==> config.mk <==
export PLATFORM = sky130hd
export DESIGN_NAME = kmeans_2d_clustering_top_flat
export DESIGN_NICKNAME = d
export VERILOG_FILES = /design/src/rtl/km2d_pkg.sv /design/src/rtl/km2d_if.sv /design/src/rtl/km2d_datapath.sv /design/src/rtl/km2d_ctrl.sv /design/src/rtl/kmeans_2d_clustering_top.sv /design/src/flat_wrapper.sv
export SDC_FILE = /design/constraint.sdc
export NUM_CORES = 2
export LEC_CHECK = 0
export BUFFER_PORTS_ARGS = -buffer_cell sky130_fd_sc_hd__buf_2
export CORE_ASPECT_RATIO = 0.9
export CORE_MARGIN = 2
export CORE_UTILIZATION = 40
export CTS_CLUSTER_DIAMETER = 80
export DETAILED_ROUTE_END_ITERATION = 7
export GPL_ROUTABILITY_DRIVEN = 0
export SLEW_MARGIN = 30
export SYNTH_ARGS = -nofsm -noshare
export SYNTH_HDL_FRONTEND = slang
export SYNTH_SLANG_ARGS = --single-unit
==> constraint.sdc <==
create_clock -name clk -period 23.1 [get_ports clk]
set_input_delay 1.155 -clock clk [delete_from_list [all_inputs] [get_ports clk]]
set_output_delay 1.155 -clock clk [all_outputs]
set_load 0.005 [all_outputs]
==> src/rtl/km2d_pkg.sv <==
// Shared types and constants for the 2D k-means block.
`default_nettype none
package km2d_pkg;
  localparam int CFG_ADDR_BITS = 1;
  localparam int CFG_DATA_BITS = 8;
  localparam logic [CFG_ADDR_BITS-1:0] REG_CLUSTER_COUNT   = 1'd0;
  localparam logic [CFG_ADDR_BITS-1:0] REG_ITERATION_LIMIT = 1'd1;
  localparam logic [3:0] CLUSTER_COUNT_RESET   = 4'd4;
  localparam logic [7:0] ITERATION_LIMIT_RESET = 8'd100;

  typedef struct packed {
    logic load;      // store input beat
    logic clr_count; // empty the store
    logic init_cen;  // load centroid from point
    logic clr_acc;   // clear sums and counts
    logic rd_pt;     // read point into working register
    logic cmp;       // distance compare step
    logic accum;     // add point to chosen cluster
    logic div_start; // start mean division
    logic emit;      // load output register
  } km2d_cmd_t;

  typedef struct packed {
    logic div_done;
    logic changed;
  } km2d_sts_t;
endpackage
`default_nettype wire

==> src/rtl/km2d_if.sv <==
// Valid/ready channel interface.
`default_nettype none
interface km2d_if #(parameter int W = 8) ();
  logic         valid;
  logic         ready;
  logic [W-1:0] data;
  modport source (output valid, output data, input ready);
  modport sink (input valid, input data, output ready);
endinterface
`default_nettype wire

==> src/rtl/km2d_datapath.sv <==
// Datapath: point store, centroids, accumulators, distance and divider.
`default_nettype none
module km2d_datapath
  import km2d_pkg::*;
#(
  parameter int MAX_POINTS = 64,
  parameter int MAX_CLUSTERS = 8,
  parameter int COORD_BITS = 16,
  parameter int PB = $clog2(MAX_POINTS),
  parameter int CB = (MAX_CLUSTERS > 1) ? $clog2(MAX_CLUSTERS) : 1
) (
  input  wire                   clk,
  input  wire                   rst,
  input  wire km2d_cmd_t        cmd,
  input  wire [COORD_BITS-1:0]  in_x,
  input  wire [COORD_BITS-1:0]  in_y,
  input  wire [PB-1:0]          wr_addr,
  input  wire [PB-1:0]          rd_addr,
  input  wire [CB-1:0]          cen_sel,
  output logic [CB-1:0]         assign_rd,
  output logic [COORD_BITS-1:0] pt_x,
  output logic [COORD_BITS-1:0] pt_y,
  output km2d_sts_t             sts
);
  localparam int SB = COORD_BITS + PB + 1;
  localparam int DB = 2 * COORD_BITS + 1;
  localparam int DCB = $clog2(SB + 1);

  logic [2*COORD_BITS-1:0] mem [MAX_POINTS];
  logic [CB-1:0] amem [MAX_POINTS];
  logic [COORD_BITS-1:0] cx [MAX_CLUSTERS];
  logic [COORD_BITS-1:0] cy [MAX_CLUSTERS];
  logic [SB-1:0] sx [MAX_CLUSTERS];
  logic [SB-1:0] sy [MAX_CLUSTERS];
  logic [PB:0] cnt [MAX_CLUSTERS];
  logic [CB-1:0] best;
  logic [DB-1:0] best_d;
  logic [COORD_BITS-1:0] dx, dy;
  logic [DB-1:0] d;
  logic first;
  logic moved;
  // divider state
  logic [SB-1:0] qx, qy, rx, ry;
  logic [PB+1:0] dvsr;
  logic [DCB-1:0] dcnt;
  logic busy;
  logic busy_q;
  logic [SB:0] tx, ty;

  always_ff @(posedge clk) begin
    if (cmd.load) mem[wr_addr] <= {in_x, in_y};
    if (cmd.rd_pt) begin
      {pt_x, pt_y} <= mem[rd_addr];
      assign_rd <= amem[rd_addr];
    end
  end

  assign dx = (pt_x >= cx[cen_sel]) ? pt_x - cx[cen_sel] : cx[cen_sel] - pt_x;
  assign dy = (pt_y >= cy[cen_sel]) ? pt_y - cy[cen_sel] : cy[cen_sel] - pt_y;
  assign d = DB'(dx * dx) + DB'(dy * dy);

  always_ff @(posedge clk) begin
    if (cmd.rd_pt) first <= 1'b1;
    if (cmd.init_cen) begin
      cx[cen_sel] <= pt_x;
      cy[cen_sel] <= pt_y;
    end
    if (cmd.cmp) begin
      first <= 1'b0;
      if (first || d < best_d) begin
        best_d <= d;
        best <= cen_sel;
      end
    end
    if (cmd.clr_acc) begin
      for (int i = 0; i < MAX_CLUSTERS; i++) begin
        sx[i] <= '0;
        sy[i] <= '0;
        cnt[i] <= '0;
      end
    end
    if (cmd.accum) begin
      amem[rd_addr] <= best;
      sx[best] <= sx[best] + SB'(pt_x);
      sy[best] <= sy[best] + SB'(pt_y);
      cnt[best] <= cnt[best] + 1'b1;
    end
    if (cmd.div_start) moved <= 1'b0;
    // write back centroid once the division has finished
    if (busy_q && !busy) begin
      if (COORD_BITS'(qx) != cx[cen_sel] || COORD_BITS'(qy) != cy[cen_sel])
        moved <= 1'b1;
      cx[cen_sel] <= COORD_BITS'(qx);
      cy[cen_sel] <= COORD_BITS'(qy);
    end
  end

  // restoring division of both sums by the member count, one bit a cycle
  assign tx = {rx, qx[SB-1]} - (SB+1)'(dvsr);
  assign ty = {ry, qy[SB-1]} - (SB+1)'(dvsr);

  always_ff @(posedge clk) begin
    if (rst) begin
      busy <= 1'b0;
      busy_q <= 1'b0;
    end else begin
      busy_q <= busy && !cmd.div_start;
      if (cmd.div_start) begin
        qx <= sx[cen_sel];
        qy <= sy[cen_sel];
        rx <= '0;
        ry <= '0;
        dvsr <= (PB+2)'(cnt[cen_sel]);
        dcnt <= DCB'(SB);
        busy <= (cnt[cen_sel] != '0);
      end else if (busy) begin
        if (!tx[SB]) begin
          rx <= tx[SB-1:0];
          qx <= {qx[SB-2:0], 1'b1};
        end else begin
          rx <= {rx[SB-2:0], qx[SB-1]};
          qx <= {qx[SB-2:0], 1'b0};
        end
        if (!ty[SB]) begin
          ry <= ty[SB-1:0];
          qy <= {qy[SB-2:0], 1'b1};
        end else begin
          ry <= {ry[SB-2:0], qy[SB-1]};
          qy <= {qy[SB-2:0], 1'b0};
        end
        dcnt <= dcnt - 1'b1;
        if (dcnt == DCB'(1)) begin
          busy <= 1'b0;
        end
      end
    end
  end

  assign sts = '{div_done: (!busy && !cmd.div_start && !busy_q), changed: moved};
endmodule
`default_nettype wire

==> src/rtl/km2d_ctrl.sv <==
// Controller: load, seed, assign, update and listing sequence.
`default_nettype none
module km2d_ctrl
  import km2d_pkg::*;
#(
  parameter int MAX_POINTS = 64,
  parameter int MAX_CLUSTERS = 8,
  parameter int PB = $clog2(MAX_POINTS),
  parameter int CB = (MAX_CLUSTERS > 1) ? $clog2(MAX_CLUSTERS) : 1
) (
  input  wire                 clk,
  input  wire                 rst,
  input  wire                 in_valid,
  input  wire                 in_last,
  output logic                in_ready,
  input  wire                 out_ready,
  output logic                out_valid,
  output logic                out_last,
  input  wire [3:0]           cluster_count,
  input  wire [7:0]           iteration_limit,
  input  wire                 tie_lo,
  input  wire km2d_sts_t      sts,
  input  wire [CB-1:0]        assign_rd,
  output km2d_cmd_t           cmd,
  output logic [PB-1:0]       wr_addr,
  output logic [PB-1:0]       rd_addr,
  output logic [CB-1:0]       cen_sel,
  output logic [CB-1:0]       out_cluster
);
  localparam logic [3:0] S_LOAD = 4'd0, S_SEED_RD = 4'd1, S_SEED_WR = 4'd2,
    S_ITER = 4'd3, S_A_RD = 4'd4, S_A_CMP = 4'd5, S_A_ACC = 4'd6,
    S_U_START = 4'd7, S_U_WAIT = 4'd8, S_L_RD = 4'd9, S_L_CHK = 4'd10,
    S_L_OUT = 4'd11, S_DONE = 4'd12;
  localparam int KB = CB + 1;

  logic [3:0] state;
  logic [KB-1:0] k;
  logic [7:0] limit, iters;
  logic changed;
  logic [PB:0] count;
  logic [PB:0] idx;
  logic [KB-1:0] c;
  logic [PB+KB:0] seed_acc;
  logic [PB:0] seed_idx;
  logic [PB:0] sent;

  always_comb begin
    if (cluster_count == 4'd0) k = KB'(1);
    else if (32'(cluster_count) > MAX_CLUSTERS) k = KB'(MAX_CLUSTERS);
    else k = KB'(cluster_count);
  end
  assign limit = (iteration_limit == 8'd0) ? 8'd1 : iteration_limit;

  assign in_ready = (state == S_LOAD) && !tie_lo;
  assign wr_addr = PB'(count);

  always_comb begin
    cmd = '0;
    rd_addr = PB'(idx);
    cen_sel = CB'(c);
    unique case (state)
      S_LOAD: cmd.load = in_valid && in_ready && (count < (PB+1)'(MAX_POINTS));
      S_SEED_RD: begin
        cmd.rd_pt = 1'b1;
        rd_addr = PB'(seed_idx);
      end
      S_SEED_WR: cmd.init_cen = 1'b1;
      S_ITER: cmd.clr_acc = 1'b1;
      S_A_RD: cmd.rd_pt = 1'b1;
      S_A_CMP: cmd.cmp = 1'b1;
      S_A_ACC: cmd.accum = 1'b1;
      S_U_START: cmd.div_start = 1'b1;
      S_L_RD: cmd.rd_pt = 1'b1;
      S_L_CHK: cmd.emit = (assign_rd == CB'(c)) && (!out_valid || out_ready);
      default: ;
    endcase
  end

  // seed index n*c/k by repeated subtraction
  always_ff @(posedge clk) begin
    if (rst) begin
      state <= S_LOAD;
      count <= '0;
      out_valid <= 1'b0;
      out_last <= 1'b0;
    end else begin
      // every point is listed once, so the n-th beat is the last
      if (cmd.emit) begin
        out_valid <= 1'b1;
        out_cluster <= CB'(c);
        out_last <= (sent == count - 1'b1);
        sent <= sent + 1'b1;
      end else if (out_ready) begin
        out_valid <= 1'b0;
      end
      unique case (state)
        S_LOAD: if (in_valid && in_ready) begin
          if (cmd.load) count <= count + 1'b1;
          if (in_last) begin
            state <= S_SEED_RD;
            c <= '0;
            seed_acc <= '0;
            seed_idx <= '0;
          end
        end
        S_SEED_RD: begin
          // seed_acc holds n*c; reduce to index
          if (seed_acc >= (PB+KB+1)'(k)) begin
            seed_acc <= seed_acc - (PB+KB+1)'(k);
            seed_idx <= seed_idx + 1'b1;
          end else begin
            state <= S_SEED_WR;
          end
        end
        S_SEED_WR: begin
          if (c == k - 1'b1) begin
            state <= S_ITER;
            iters <= '0;
          end else begin
            c <= c + 1'b1;
            seed_acc <= (PB+KB+1)'((c + 1'b1)) * (PB+KB+1)'(count);
            seed_idx <= '0;
            state <= S_SEED_RD;
          end
        end
        S_ITER: begin
          idx <= '0;
          c <= '0;
          state <= S_A_RD;
        end
        S_A_RD: begin
          c <= '0;
          state <= S_A_CMP;
        end
        S_A_CMP: begin
          if (c == k - 1'b1) state <= S_A_ACC;
          else c <= c + 1'b1;
        end
        S_A_ACC: begin
          if (idx == count - 1'b1) begin
            c <= '0;
            changed <= 1'b0;
            state <= S_U_START;
          end else begin
            idx <= idx + 1'b1;
            state <= S_A_RD;
          end
        end
        S_U_START: state <= S_U_WAIT;
        S_U_WAIT: if (sts.div_done) begin
          if (sts.changed) changed <= 1'b1;
          if (c == k - 1'b1) begin
            iters <= iters + 1'b1;
            if ((iters + 1'b1) < limit && (changed || sts.changed)) state <= S_ITER;
            else begin
              c <= '0;
              idx <= '0;
              sent <= '0;
              state <= S_L_RD;
            end
          end else begin
            c <= c + 1'b1;
            state <= S_U_START;
          end
        end
        S_L_RD: state <= S_L_CHK;
        S_L_CHK: begin
          if (assign_rd != CB'(c) || !out_valid || out_ready) begin
            if (idx == count - 1'b1) begin
              idx <= '0;
              if (c == k - 1'b1) state <= S_L_OUT;
              else begin
                c <= c + 1'b1;
                state <= S_L_RD;
              end
            end else begin
              idx <= idx + 1'b1;
              state <= S_L_RD;
            end
          end
        end
        S_L_OUT: state <= S_DONE;
        default: begin
          count <= '0;
          state <= S_LOAD;
        end
      endcase
    end
  end
endmodule
`default_nettype wire

==> src/rtl/kmeans_2d_clustering_top.sv <==
// Top level of the 2D k-means clustering block.
//  channel  dir  payload
//  pts      in   point_x, point_y, last_point
//  res      out  cluster_index, point_index, out_x, out_y, last_result
//  cfg      in   we, index, data
// Points load at one beat per cycle; no beat is taken outside loading.
// Seeding reads one stored point per cluster. Each iteration assigns every point to
// its nearest centroid, then divides each cluster's sums by its member count to
// update its centroid (an empty cluster keeps its centroid).
// Listing scans every point once per cluster and holds while a beat waits.
// Synchronous reset empties the store and restores the register defaults.
`default_nettype none
module kmeans_2d_clustering_top
  import km2d_pkg::*;
#(
  parameter int MAX_POINTS = 64,
  parameter int MAX_CLUSTERS = 8,
  parameter int COORD_BITS = 16
) (
  input wire clk,
  input wire rst,
  km2d_if.sink   pts,
  km2d_if.source res,
  input wire                     we,
  input wire [CFG_ADDR_BITS-1:0] index,
  input wire [CFG_DATA_BITS-1:0] data
);
  localparam int PB = $clog2(MAX_POINTS);
  localparam int CB = (MAX_CLUSTERS > 1) ? $clog2(MAX_CLUSTERS) : 1;

  logic [3:0] cluster_count;
  logic [7:0] iteration_limit;
  km2d_cmd_t cmd;
  km2d_sts_t sts;
  logic [PB-1:0] wr_addr, rd_addr;
  logic [CB-1:0] cen_sel, assign_rd, out_cluster;
  logic [COORD_BITS-1:0] pt_x, pt_y;
  logic out_valid, out_last;
  logic [PB-1:0] opi;
  logic [COORD_BITS-1:0] ox, oy;

  always_ff @(posedge clk) begin
    if (rst) begin
      cluster_count <= CLUSTER_COUNT_RESET;
      iteration_limit <= ITERATION_LIMIT_RESET;
    end else if (we) begin
      unique case (index)
        REG_CLUSTER_COUNT: cluster_count <= data[3:0];
        REG_ITERATION_LIMIT: iteration_limit <= data;
        default: ;
      endcase
    end
  end

  km2d_ctrl #(.MAX_POINTS(MAX_POINTS), .MAX_CLUSTERS(MAX_CLUSTERS)) u_ctrl (
    .clk, .rst, .in_valid(pts.valid), .in_last(pts.data[0]), .in_ready(pts.ready),
    .out_ready(res.ready), .out_valid, .out_last, .cluster_count, .iteration_limit,
    .tie_lo(1'b0), .sts, .assign_rd, .cmd, .wr_addr, .rd_addr, .cen_sel,
    .out_cluster
  );

  km2d_datapath #(.MAX_POINTS(MAX_POINTS), .MAX_CLUSTERS(MAX_CLUSTERS),
    .COORD_BITS(COORD_BITS)) u_dp (
    .clk, .rst, .cmd, .in_x(pts.data[2*COORD_BITS:COORD_BITS+1]),
    .in_y(pts.data[COORD_BITS:1]), .wr_addr, .rd_addr, .cen_sel,
    .assign_rd, .pt_x, .pt_y, .sts
  );

  always_ff @(posedge clk) begin
    if (cmd.emit) begin
      opi <= rd_addr;
      ox <= pt_x;
      oy <= pt_y;
    end
  end

  assign res.valid = out_valid;
  assign res.data = {out_cluster, opi, ox, oy, out_last};
endmodule
`default_nettype wire

==> src/flat_wrapper.sv <==
// flat-port wrapper written by rule: the top's interface ports become plain ports
module kmeans_2d_clustering_top_flat import km2d_pkg::*;
#(
  parameter int MAX_POINTS = 64,
  parameter int MAX_CLUSTERS = 8,
  parameter int COORD_BITS = 16
)
  (clk, rst, we, index, data, pts_valid, pts_data, pts_ready, res_valid, res_data, res_ready);
  km2d_if #(.W(33)) pts_i ();
  km2d_if #(.W(42)) res_i ();
  input wire clk;
  input wire rst;
  input wire we;
  input wire [CFG_ADDR_BITS-1:0] index;
  input wire [CFG_DATA_BITS-1:0] data;
  input wire logic [$bits(pts_i.valid)-1:0] pts_valid;
  input wire logic [$bits(pts_i.data)-1:0] pts_data;
  output wire logic [$bits(pts_i.ready)-1:0] pts_ready;
  output wire logic [$bits(res_i.valid)-1:0] res_valid;
  output wire logic [$bits(res_i.data)-1:0] res_data;
  input wire logic [$bits(res_i.ready)-1:0] res_ready;
  assign pts_i.valid = pts_valid;
  assign pts_i.data = pts_data;
  assign pts_ready = pts_i.ready;
  assign res_valid = res_i.valid;
  assign res_data = res_i.data;
  assign res_i.ready = res_ready;
  kmeans_2d_clustering_top #(.MAX_POINTS(MAX_POINTS), .MAX_CLUSTERS(MAX_CLUSTERS), .COORD_BITS(COORD_BITS)) u_core (.clk(clk), .rst(rst), .pts(pts_i), .res(res_i), .we(we), .index(index), .data(data));
endmodule
* Word-level counts from Yosys, hierarchy flattened
Memory sizes are Yosys's and may differ from the RTL's. A register that Yosys moved wholly into a read port is not among the register bits.
Index checks and enable logic that the tools add are counted.
** Operators by class
- Reduce and logical (&&, ||, !) cells :: 49
- Multiplexer cells :: 118
- Equal/unequal tests :: 36
- Add/subtract/negate cells :: 21
- Multipliers :: 3
- Bitwise operators :: 5
- Magnitude comparators :: 7
** Operator list (count)
- 2-to-1 mux 23 bit :: 10
- 2-to-1 mux 7 bit :: 18
- 2-to-1 mux 4 bit :: 20
- multiplier 16 x 16 -> 32 bit :: 2
- 2-to-1 mux 16 bit :: 4
- subtractor 16 bit :: 4
- one-hot mux 4 bit (12 select lines) :: 1
- subtractor 24 x 7 -> 24 bit :: 2
- adder 23 x 16 -> 23 bit :: 2
- OR reduction 23 bit :: 2
- 2-to-1 mux 11 bit :: 4
- adder 7 x 1 -> 7 bit, second input constant :: 5
- 2-to-1 mux 1 bit :: 34
- adder 32 x 32 -> 33 bit :: 1
- < comparator 33 bit :: 1
- 2-to-1 mux 3 bit :: 11
- one-hot mux 11 bit (3 select lines) :: 1
- >= comparator 16 bit :: 2
- 2-to-1 mux 8 bit :: 4
- inequality test 16 bit :: 2
- one-hot mux 7 bit (4 select lines) :: 1
- inequality test 2 bit, second input constant :: 13
- one-hot mux 4 bit (6 select lines) :: 1
- one-hot mux 7 bit (3 select lines) :: 1
- 51 further kinds :: 93
** Word-level totals
- Memory bits (writable) :: 2920
- Output and inout port bits :: 44
- Input port bits :: 47
- Word-level logic and storage cells :: 275
- Memories :: 7
- Register bits after elaboration :: 255
** Memory list
- u_core.u_dp.mem :: words 64, bits a word 32, read ports 1, clocked after memory_dff 1, write ports 1, RTL line km2d_datapath.sv:29 : logic [2*COORD_BITS-1:0] mem [MAX_POINTS];
- u_core.u_dp.amem :: words 64, bits a word 3, read ports 1, clocked after memory_dff 1, write ports 1, RTL line km2d_datapath.sv:30 : logic [CB-1:0] amem [MAX_POINTS];
- u_core.u_dp.sx :: words 8, bits a word 23, read ports 2, clocked after memory_dff 2, write ports 8, RTL line km2d_datapath.sv:33 : logic [SB-1:0] sx [MAX_CLUSTERS];
- u_core.u_dp.sy :: words 8, bits a word 23, read ports 2, clocked after memory_dff 2, write ports 8, RTL line km2d_datapath.sv:34 : logic [SB-1:0] sy [MAX_CLUSTERS];
- u_core.u_dp.cx :: words 8, bits a word 16, read ports 1, clocked after memory_dff 1, write ports 1, RTL line km2d_datapath.sv:31 : logic [COORD_BITS-1:0] cx [MAX_CLUSTERS];
- u_core.u_dp.cy :: words 8, bits a word 16, read ports 1, clocked after memory_dff 1, write ports 1, RTL line km2d_datapath.sv:32 : logic [COORD_BITS-1:0] cy [MAX_CLUSTERS];
- 1 more memories

* Depth between registers and ports, before layout
- Word-level depth :: 10
- Mapped depth :: 57
- Gate-level depth less buffers :: 53

* Cells and area by module
A second synthesis with hierarchy kept.
** Unflattened totals
- Cell total of the unflattened synthesis :: 10157
- Area, all modules :: 147338.8 µm²
** Modules (own cells, without submodules)
- km2d_datapath :: cells each 9515, times used 1, seq. area each 93079.3 µm², area an instance 140579.8 µm²
- km2d_ctrl :: cells each 552, times used 1, seq. area each 1671.6 µm², area an instance 5073.6 µm²
- kmeans_2d_clustering_top :: cells each 90, times used 1, seq. area each 1381.3 µm², area an instance 1685.4 µm²

* Worst setup path after synthesis
No wires, ideal clock.
- Kind :: register -> register
- From :: register (tool-made name)
- To :: register (tool-made name)
- Cell stages (with the launch flop) :: 53
- Arrival :: 14.423 ns
- Library setup time :: 0.125 ns
- Path buffers :: 6
- Clock period less this slack :: 14.548 ns
- Data required time :: 22.975 ns
- Slack :: 8.552 ns
- Cell sequence :: dfxtp_1 > clkbuf_1 > buf_1 > mux4_2 > mux2i_1 > inv_1 > ha_1 > buf_2 > and4_1 > nand4_1 > a21oi_1 > nor2_1 > a21oi_4 > buf_2 > buf_4 > a21oi_1 > xnor2_1 > inv_1 > [17 not listed] > a31o_2 > a31oi_1 > o21bai_1 > a21oi_1 > o21bai_1 > a21oi_1 > xnor2_1 > ha_1 > and3_1 > a221oi_1 > nor2b_1 > o21a_1 > o21a_1 > o21ai_0 > nand2_1 > a2111o_1 > a31oi_1 > mux2_2

==> summary.txt <==
Status
  • Status: finished, final reports clean

Worst setup path
  • CP dominant cell by count: fa_1
  • CP max stage cell: xnor2_1
  • WP data arrival: 16,030 ps
  • Startpoint class of the critical path: flip-flop
  • Crit Path Class: flip-flop to flip-flop
  • Flop2flop setup slack: 7650 ps
  • WP data required: ~24,000 ps
  • Critical path peak fanout: 32
  • Element type at the critical path end: flip-flop
  • CP peak stage delay: approximately 750 ps

Cells and area
  • Post-layout util: about 45%
  • # nets final: 10,600
  • Layout cells sized above 1: approximately an eighth
  • Area growth, synth to finish: 12.2%
  • FILL cells: between 30,000 and 40,000
  • Most common cell after layout, fill and taps aside: edfxtp_1
  • Commonest cells after routing, fill and taps aside: edfxtp_1, a22oi_1, nor2_1

Hold path
  • Hold_sp: u_core.iteration_limit[1]
  • Min-delay worst type: flip-flop to flip-flop

Detailed routing
  • Via density: 5.93
  • Pre-Repair DR Iteration Count: 6
  • Final ANT Viol Nets: 0
  • Vias: 88,500
  • DRC violations left: 0
  • Final wirelength: 433 mm
  • Avg WL per Cell: between 20 and 30 um
  • DR iter-0 viols: 11,400

Yosys
  • Syn Inst Count: 9,650
  • Avg Cell Area, Syn: 15.1 sq um
  • Synth area leaders: edfxtp_1, fa_1, a22oi_1
  • Post-synth ARST share: 0%
  • Distinct cell type count of the synthesized netlist: 87
  • Syn nets: 10,500
  • Synth Register Bits: approximately 3,200
  • Sequential cell area fraction in the yosys report: ~66%
  • Post-synth top area share: 65.4%
  • Synthesized area: 146,000 sq um
  • EDFF count, synth: 3,180
  • Leading area contributor after synthesis: edfxtp_1
  • Most used DFF post-synth: edfxtp_1
  • Yosys Warn Count: 0

Global routing
  • First-pass GRT wire length: 620 mm
  • Gr usage total: 22.9%
  • Largest net degree at the start of global routing: 111
  • Initial antenna violation count: 40
  • Vias in the first global route: approximately 90,000
  • Global route total overflow: 0

CTS
  • Num Clock Sinks: 3,215
  • Clock Tree Root: clkbuf_16
  • Worst-path clk slew: 60 ps
  • Clk_lat worst skew: just under 1000 ps
  • CTS Hold Bufs: 0
  • Post-cts resize count: 0
  • Maximum clock path buffer count: 4
  • Setup bufs post-CTS: 0
  • H-tree levels: 5
  • CTS tree: done
  • Cts bufs inserted: roughly 330

Die
  • Initial Utilization: 40.2%
  • Core region area: 364,000 sq um
  • Die width: 641 um
  • Die area: 370,000 sq um
  • FP Rows: 210
  • Io pins: between 90 and 100
  • Die H: 577 um

STA
  • Fmax: about 65 MHz
  • Slew @ Worst Pin: between 1000 and 1500 ps
  • Worst Hold Slack: 468 ps
  • Tmin final: approximately 15,000 ps
  • RSZ-0062 raised after global routing: false
  • Final Setup Violations: 0
  • Final Hold Vio Count: 0
  • Slew HR: 26.7%
  • Final period utilization: 66.9%
  • Worst Clk Skew: 119 ps
  • Final worst slack: 7650 ps
  • Setup TNS: 0 ps
  • Slew Viols, Final: 0

Place
  • Pre-CTS setup slack: between 7000 and 8000 ps
  • Final HPWL DP: 257 mm
  • IO buf count: 90

Job
  • Max-cap violations: 0
==> cells in the mapped netlist, types with 82 or more instances <==
cell / n
a22oi_1: 946
edfxtp_1: 3180
clkbuf_1: 318
mux4_2: 276
nor2_1: 918
nand2_1: 319
a22o_1: 90
a221oi_1: 94
nand4_1: 146
o21ai_0: 176
fa_1: 411
mux2i_1: 129
ha_1: 370
buf_2: 137
a41oi_1: 88
a31oi_1: 102
xnor2_1: 158
inv_1: 687
xor2_1: 82
a21oi_1: 238
==> state kept, by name, summed over array words and instances, names as in the netlist, 23 cells and up, named ones only <==
name	flops
u_core.u_dp.qx	23
u_core.u_dp.ry	23
u_core.u_dp.qy	23
u_core.u_dp.cx	128
u_core.u_dp.best_d	33
u_core.u_dp.rx	23
u_core.u_dp.cy	128
u_core.u_dp.sy	184
u_core.u_dp.mem	2048
u_core.u_dp.amem	192
u_core.u_dp.cnt	56
u_core.u_dp.sx	184
==> routing by layer <==
| layer | up-vias | routed length [um] | share of wire (%) | global-route usage (%) |
|---|---|---|---|---|
| li1 | 37300 | - | - | - |
| met1 | 45500 | 176000 | 41 | 32.1 |
| met2 | 4924 | 200000 | 46 | 36.2 |
| met3 | 717 | 42700 | 9.9 | 4.07 |
| met4 | 18 | 14500 | 3.4 | 7.37 |
| met5 | - | 125 | 0.029 | 0 |
==> final cells by class <==
cell class	instances	area [sq um]	area share, %
timing repair buffer	338	2520	1.54
inverter	700	2630	1.60
clock buffer	398	8500	5.19
tap	4876	6100	3.72
antenna	6	15.0	0.00916
multi-input combinational	5216	46100	28.1
sequential	3215	96200	58.7
clock inverter	190	1790	1.09
==> worst paths after layout <==
path | cells after the start | to
setup / recovery | 47 | u_core.u_dp.best_d[12]
setup reg to reg | 47 | u_core.u_dp.best_d[12]
hold / removal | 2 | u_core.iteration_limit[1]
hold reg to reg | 2 | u_core.iteration_limit[1]
==> critical path, delay by kind of cell, from the launching register on <==
kind / cells / cell delay (ps)
simple gates: 7 / 1200
flops: 1 / 620
mux: 2 / 860
xor+xnor: 2 / 910
compound gates: 17 / 4350
fa+ha+maj: 11 / 5230
buf+inv: 8 / 1920
==> kinds of logic after synthesis <==
group / Yosys count / share of synthesized area, %
AOI/OAI and AO/OA: 1964 / 9.60
xor gates and xnor gates: 245 / 1.49
adders and majority gates: 781 / 8.80
buffers and inverters: 1219 / 3.29
DFF: 3215 / 65.9
muxes: 455 / 5.53
and+or+nand+nor: 1771 / 5.43
==> per-stage QoR <==
step,instance area [sq um],cells
2_1_floorplan,146000,9650
3_3_place_gp,153000,14300
3_5_place_dp,154000,14300
4_1_cts,164000,14900
5_1_grt,164000,14900
6_report,164000,14900
Power is left out: the tool's default activity adds up to more than one toggle a clock period on the data nets, which glitch-free logic cannot reach.
